==> config.mk <==
export PLATFORM = sky130hd
export DESIGN_NAME = ddbf_div
export DESIGN_NICKNAME = d
export VERILOG_FILES = /design/src/rtl/ddbf_div.sv
export SDC_FILE = /design/constraint.sdc
export NUM_CORES = 2
export LEC_CHECK = 0
export ABC_CLOCK_PERIOD_IN_PS = 3700
export BUFFER_PORTS_ARGS = -buffer_cell sky130_fd_sc_hd__buf_2
export CORE_MARGIN = 5
export CORE_UTILIZATION = 63
export DETAILED_ROUTE_END_ITERATION = 10
export PLACE_DENSITY = 0.87
export SLEW_MARGIN = 15
export SYNTH_ARGS = -nofsm -noshare
export SYNTH_HDL_FRONTEND = slang
export SYNTH_SLANG_ARGS = --single-unit
==> constraint.sdc <==
create_clock -name clk -period 3.7 [get_ports clk]
set_input_delay 0.74 -clock clk [delete_from_list [all_inputs] [get_ports clk]]
set_output_delay 0.74 -clock clk [all_outputs]
set_load 0.01 [all_outputs]
==> src/rtl/ddbf_div.sv <==
module ddbf_div #(
  parameter int NW = 46,
  parameter int DW = 24,
  parameter int QW = 21,
  parameter int SW = 1
) (
  input  logic          clk,
  input  logic          rst,
  input  logic          in_valid,
  input  logic [NW-1:0] num,
  input  logic [DW-1:0] den,
  input  logic [SW-1:0] side_in,
  output logic          out_valid,
  output logic [QW-1:0] quo,
  output logic [SW-1:0] side_out
);

  logic [NW-1:0] rem_s  [QW];
  logic [DW-1:0] den_s  [QW];
  logic [QW-1:0] quo_s  [QW];
  logic [SW-1:0] side_s [QW];
  logic          vld_s  [QW];

  // one quotient bit per stage, msb first
  for (genvar k = 0; k < QW; k++) begin : g_stage
    logic [NW-1:0] rem_in;
    logic [DW-1:0] den_in;
    logic [QW-1:0] quo_in;
    logic [SW-1:0] side_k;
    logic          vld_in;
    logic [NW-1:0] sh;
    logic          ge;

    // stage input: module ports for the first stage, previous stage otherwise
    if (k == 0) begin : g_first
      assign rem_in = num;
      assign den_in = den;
      assign quo_in = '0;
      assign side_k = side_in;
      assign vld_in = in_valid;
    end else begin : g_next
      assign rem_in = rem_s[k-1];
      assign den_in = den_s[k-1];
      assign quo_in = quo_s[k-1];
      assign side_k = side_s[k-1];
      assign vld_in = vld_s[k-1];
    end

    assign sh = {{(NW-DW){1'b0}}, den_in} << (QW-1-k);
    assign ge = rem_in >= sh;

    always_ff @(posedge clk) begin
      rem_s[k]  <= ge ? rem_in - sh : rem_in;
      den_s[k]  <= den_in;
      quo_s[k]  <= {quo_in[QW-2:0], ge};
      side_s[k] <= side_k;
    end

    always_ff @(posedge clk) begin
      if (rst) begin
        vld_s[k] <= 1'b0;
      end else begin
        vld_s[k] <= vld_in;
      end
    end
  end

  assign out_valid = vld_s[QW-1];
  assign quo       = quo_s[QW-1];
  assign side_out  = side_s[QW-1];

endmodule

* After elaboration in Yosys (flattened, before gate mapping)
Memories as Yosys holds them, arrays and structs flattened.
Cells that the tools add are included.
** Word-level totals
- Memory bits (writable) :: 1953
- Output and inout bits :: 23
- Register bits after elaboration :: 0
- Memories :: 5
- Input bits :: 74
** Cells by class
- Muxes and demuxes :: 45
- Add/sub/neg operators :: 21
- $lt $le $gt $ge :: 21
- Bitwise operators :: 21
** Memories
- rem_s :: depth 21, width 46, read ports 20, clocked after memory_dff 0, wr ports 21, RTL line 18 : logic [NW-1:0] rem_s [QW];
- den_s :: depth 21, width 24, read ports 20, clocked after memory_dff 0, wr ports 21, RTL line 19 : logic [DW-1:0] den_s [QW];
- quo_s :: depth 21, width 21, read ports 21, clocked after memory_dff 0, wr ports 21, RTL line 20 : logic [QW-1:0] quo_s [QW];
- side_s :: depth 21, width 1, read ports 21, clocked after memory_dff 0, wr ports 21, RTL line 21 : logic [SW-1:0] side_s [QW];
- vld_s :: depth 21, width 1, read ports 21, clocked after memory_dff 0, wr ports 21, RTL line 22 : logic vld_s [QW];
** Operators by type and width (number)
- 46-bit 2-to-1 mux :: 21
- 46-bit by 24-bit greater-or-equal comparator with 1-bit output :: 1
- 46-bit by 25-bit greater-or-equal comparator with 1-bit output :: 1
- 46-bit by 26-bit greater-or-equal comparator with 1-bit output :: 1
- 46-bit by 27-bit greater-or-equal comparator with 1-bit output :: 1
- 46-bit by 28-bit greater-or-equal comparator with 1-bit output :: 1
- 46-bit by 29-bit greater-or-equal comparator with 1-bit output :: 1
- 46-bit by 30-bit greater-or-equal comparator with 1-bit output :: 1
- 46-bit by 31-bit greater-or-equal comparator with 1-bit output :: 1
- 46-bit by 32-bit greater-or-equal comparator with 1-bit output :: 1
- 46-bit by 33-bit greater-or-equal comparator with 1-bit output :: 1
- 46-bit by 34-bit greater-or-equal comparator with 1-bit output :: 1
- 46-bit by 35-bit greater-or-equal comparator with 1-bit output :: 1
- 46-bit by 36-bit greater-or-equal comparator with 1-bit output :: 1
- 46-bit by 37-bit greater-or-equal comparator with 1-bit output :: 1
- 46-bit by 38-bit greater-or-equal comparator with 1-bit output :: 1
- 46-bit by 39-bit greater-or-equal comparator with 1-bit output :: 1
- 46-bit by 40-bit greater-or-equal comparator with 1-bit output :: 1
- 46-bit by 41-bit greater-or-equal comparator with 1-bit output :: 1
- 46-bit by 42-bit greater-or-equal comparator with 1-bit output :: 1
- 46-bit by 43-bit greater-or-equal comparator with 1-bit output :: 1
- 46-bit by 44-bit greater-or-equal comparator with 1-bit output :: 1
- 46-bit by 24-bit subtractor with 46-bit output :: 1
- 46-bit by 25-bit subtractor with 46-bit output :: 1
- other kinds (21) :: 64

* Depth between registers and ports, before layout
- Depth after elaboration :: 3
- Gate-level depth with buffers :: 16

* Worst setup path before layout
No wires, ideal clock.
- Path kind :: register to register
- From :: memory rem_s[12][7]
- To :: memory rem_s[13][43]
- Cell stages (with the launch flop) :: 15
- Arrival :: 3184 ps
- Path slack :: 397 ps
- Setup time :: 118 ps
- Required time :: 3582 ps
- Clock period less this slack :: 3303 ps
- Path buffers :: 0
- Cells stage by stage :: dfxtp_1 > inv_1 > ha_1 > inv_1 > fa_1 > a21o_1 > a221oi_1 > a21oi_1 > a21oi_1 > o21ai_0 > a31o_2 > a21o_1 > a2111oi_2 > nand4_1 > xnor2_1
** RTL lines (RTL line)
- start: declaration :: 18

==> results.md <==
- Outcome: finished, violations left
- Failing checks: setup timing
- Fin util: 71.7%
- Final Hold Viols: 0
- Final antenna-violating net count: 0
- Number of global-route vias before repair: roughly 55000
- Cts bufs inserted: around 160
- CP Class: flip-flop to flip-flop
- Nets: ~8200
- # setup viols final: 2
- Net Sw Frac: 37.3%
- Sequential cell area fraction in the yosys report: 47.9%
- Yosys warns: 0
- Main synth FF type: dfxtp_1
- Max-Slew Margin vs Limit: 38.9%
- Slew of the pin with the lowest slew margin: 0.909 ns
- Total Power: approximately 74000 µW
- Tot GR Track Use: about 30%
- CTS hold repair buffers: 0
- Combinational power share: around two fifths
- P_leak: 0.0348 µW
- Initial antenna violation count: 7
- Hold path startpoint: num[5]
- Crit end category: flip-flop
- Row count: 122
- PwrDens: 929 mW/mm²
- Fillers: 7437
- DRC Markers: 0
- Ports: 97
- R2R Setup Slk: -0.03 ns
- Slew Viols, Final: 0
- HPWL Detailed: around 130 mm
- TritonCTS clock tree: yes
- Die Y-Extent: 343 µm
- Clk pin slew, worst setup/hold paths: 0.06 ns
- CP max FO: 36
- Total internal power: around 46000 µW
- WHS Endpoint: rem_s[0][5]$_DFF_P_
- NetSw: 27500 µW
- Maximum VDD drop: 624 µV
- Initial Util: 63.3%
- Detailed Route Iter0 Violations: between 4000 and 5000
- Seq. cell area: ~0.033 mm²
- Clock power share: 23.6%
- Post-place setup slack: -0.193 ns
- Skew final: 0.0518 ns
- Hold Crit Depth: 1
- DR pass1 iterations: 6
- Final period util: 101%
- DP Area: 0.0730 mm²
- Vias per cell: 5.98
- Clock sinks: between 1500 and 2000
- IO Port Bufs: 96
- P&R area growth vs syn: 13.4%
- Final Cell Area: 0.0793 mm²
- Required @ worst endpoint: 4.37 ns
- DRT Wirelength: 182 mm
- Core area: approximately 0.11 mm²
- Total number of vias: 55300
- Crit path arrival time: approximately 4.4 ns
- Post-synthesis register bit count: 1673
- Worst Hold Class: input pin to flip-flop
- Average wire per standard cell: 19.6 µm
- Clock Latency Late Sink: 0.80 ns
- First-pass GRT wire length: between 200 and 300 mm
- Worst R2R End: rem_s[12][11]$_DFF_P_
- Netlist cell types: 99
- EDFF count, synth: 0
- Largest net degree at the start of global routing: 50
- CP Launch Type: flip-flop
- Period minus WS final: 3.73 ns
- Post-synthesis instance total: 7361
- R2r worst-path depth: 16
- Seq pwr share: 36.1%
- Max Fclk: between 200 and 300 MHz
- H-Tree Depth: 4
- Clock Root Buffer: clkbuf_16
- GRT overflow: 0
- Die Width: around 340 µm
- Final setup slack of the worst path: -0.0265 ns
- Ys async rst share: 0%
- Area of the multi-input gates: 0.0340 mm²
- R2r startpoint: rem_s[11][8]$_DFF_P_
- Die Area: 0.118 mm²
- Clock tree buffer depth: 3
- Layout cell share with drive strength beyond 1: a little under a tenth
- Syn Std Cell Area: 0.0699 mm²
- Gpl congestion: approximately 0.97
- Mapped Nets: 7959
- Max Cap Violations: 0
- Syn avg cell area: 9.50 µm²
==> placed cells by master, fill, tap and decap left out, drive strengths merged, types with 23 or more instances in the layout <==
cell,instances
dfxtp,1673
inv,646
nand2,565
a21oi,524
o21ai,512
ha,504
nor2,429
xnor2,327
xor2,281
buf,243
clkbuf,223
a21o,200
nor3,142
nand3,129
nor2b,109
nor4,101
nand2b,96
mux2,84
nand4,81
o21a,80
o21bai,54
or3,49
a211oi,49
and3,47
a31oi,47
or4,41
and2,31
o31ai,31
clkinv,30
nor4b,25
o211ai,23
==> cells by family after synthesis <==
logic type               count (synthesis)  share of synthesized area, %
multiplexers                            88                          1.41
adder cells (fa/ha/maj)                524                          9.59
AO/OA/AOI/OAI                         1716                          15.1
XOR/XNOR                               608                          7.62
AND/OR/NAND/NOR                       1967                          14.1
buffers and inverters                  785                          4.26
flip-flops                            1673                          47.9
==> power groups by stage <==
stage | Sequential (µW) | Clock [µW] | Combinational [µW]
after floorplan | 25400 | 0 | 21700
after global placement | 26600 | 0 | 27000
after detailed placement | 26700 | 0 | 27900
after CTS | 26400 | 17600 | 28800
after global routing | 27000 | 18400 | 32600
final | 26600 | 17400 | 29700
==> area by class of cell <==
class | count | area share [%]
sequential | 1673 | 42.2
multi-input combinational | 4903 | 42.9
timing repair buffer | 243 | 2.21
clock buffer | 223 | 5.91
tap | 1488 | 2.35
clock inverter | 69 | 1.36
inverter | 639 | 3.03
antenna | 4 | 0.0126
==> worst max-delay path, cell delays in order, from the launching register on <==
cell and delay, ns:
dfxtp_1 0.32, inv_1 0.09, ha_1 0.21, inv_1 0.08
fa_1 0.44, a211oi_1 0.36, nor2_1 0.13, o21ai_0 0.26
a21o_1 0.27, a31oi_2 0.17, a21oi_1 0.27, nand3b_1 0.23
o21ai_4 0.11, buf_12 0.21, buf_4 0.21, nor2_1 0.14
a21oi_1 0.07
==> how the worst max path moves through the flow <==
stage	to	slack (ns)	startpoint
after global placement	rem_s[14][34]$_DFF_P_	-0.15	rem_s[13][6]$_DFF_P_
after CTS	rem_s[8][32]$_DFF_P_	0.002	rem_s[7][12]$_DFF_P_
after floorplan	rem_s[13][43]$_DFF_P_	0.40	rem_s[12][7]$_DFF_P_
final	rem_s[12][11]$_DFF_P_	-0.03	rem_s[11][8]$_DFF_P_
after detailed placement	rem_s[16][40]$_DFF_P_	-0.19	rem_s[15][4]$_DFF_P_
after global routing	rem_s[18][42]$_DFF_P_	-0.03	rem_s[17][2]$_DFF_P_
==> layer usage <==
| metal | GRT usage, % | vias to the layer above | share of wire (%) |
|---|---|---|---|
| li1 | - | 26000 | - |
| met1 | 33.4 | 26100 | 37 |
| met2 | 54.3 | 2331 | 50 |
| met3 | 4.98 | 766 | 6.2 |
| met4 | 16.8 | 8 | 6.3 |
| met5 | 0 | - | 0.025 |
==> synth_stat cells (all sizes together), types with 47 or more instances <==
master | number | area share [%]
a31oi | 47 | 0.42
o21bai | 54 | 0.58
a21o | 200 | 2.1
dfxtp | 1673 | 48
nor4 | 101 | 0.93
o21ai | 512 | 3.7
nand2b | 96 | 0.86
a211oi | 49 | 0.53
nor3 | 142 | 1.0
xor2 | 281 | 3.5
or3 | 49 | 0.45
and3 | 47 | 0.42
clkbuf | 130 | 0.70
ha | 504 | 9.0
o21a | 80 | 0.86
inv | 638 | 3.4
nand2 | 565 | 3.0
a21oi | 524 | 3.8
nand3 | 129 | 0.92
nor2 | 429 | 2.3
nand4 | 81 | 0.72
nor2b | 109 | 0.98
mux2 | 84 | 1.4
xnor2 | 327 | 4.1
==> metrics by stage <==
step	hold WS [ns]	TNS, ns	std cells
2_1_floorplan	0.310	0	7361
3_3_place_gp	0.310	-0.942	8941
3_5_place_dp	0.312	-2.23	8941
4_1_cts	0.0282	0	9234
5_1_grt	0.0548	-0.0354	9238
6_report	0.0651	-0.0351	9242
==> flip-flops by register name (all words and copies together) (netlist names) <==
| signal | flops |
|---|---|
| rem_s | 920 |
| den_s | 480 |
| quo_s | 231 |
| side_s | 21 |
| vld_s | 21 |
==> timing repair <==
action | CTS | global route
pin swaps | 2 | 6
gates resized for setup | 24 | 69
endpoints found under the setup margin | 101 | 124
setup buffers | 1 | 4
gates cloned | 0 | 0
Note: power is estimated with default switching activity, not from simulation.
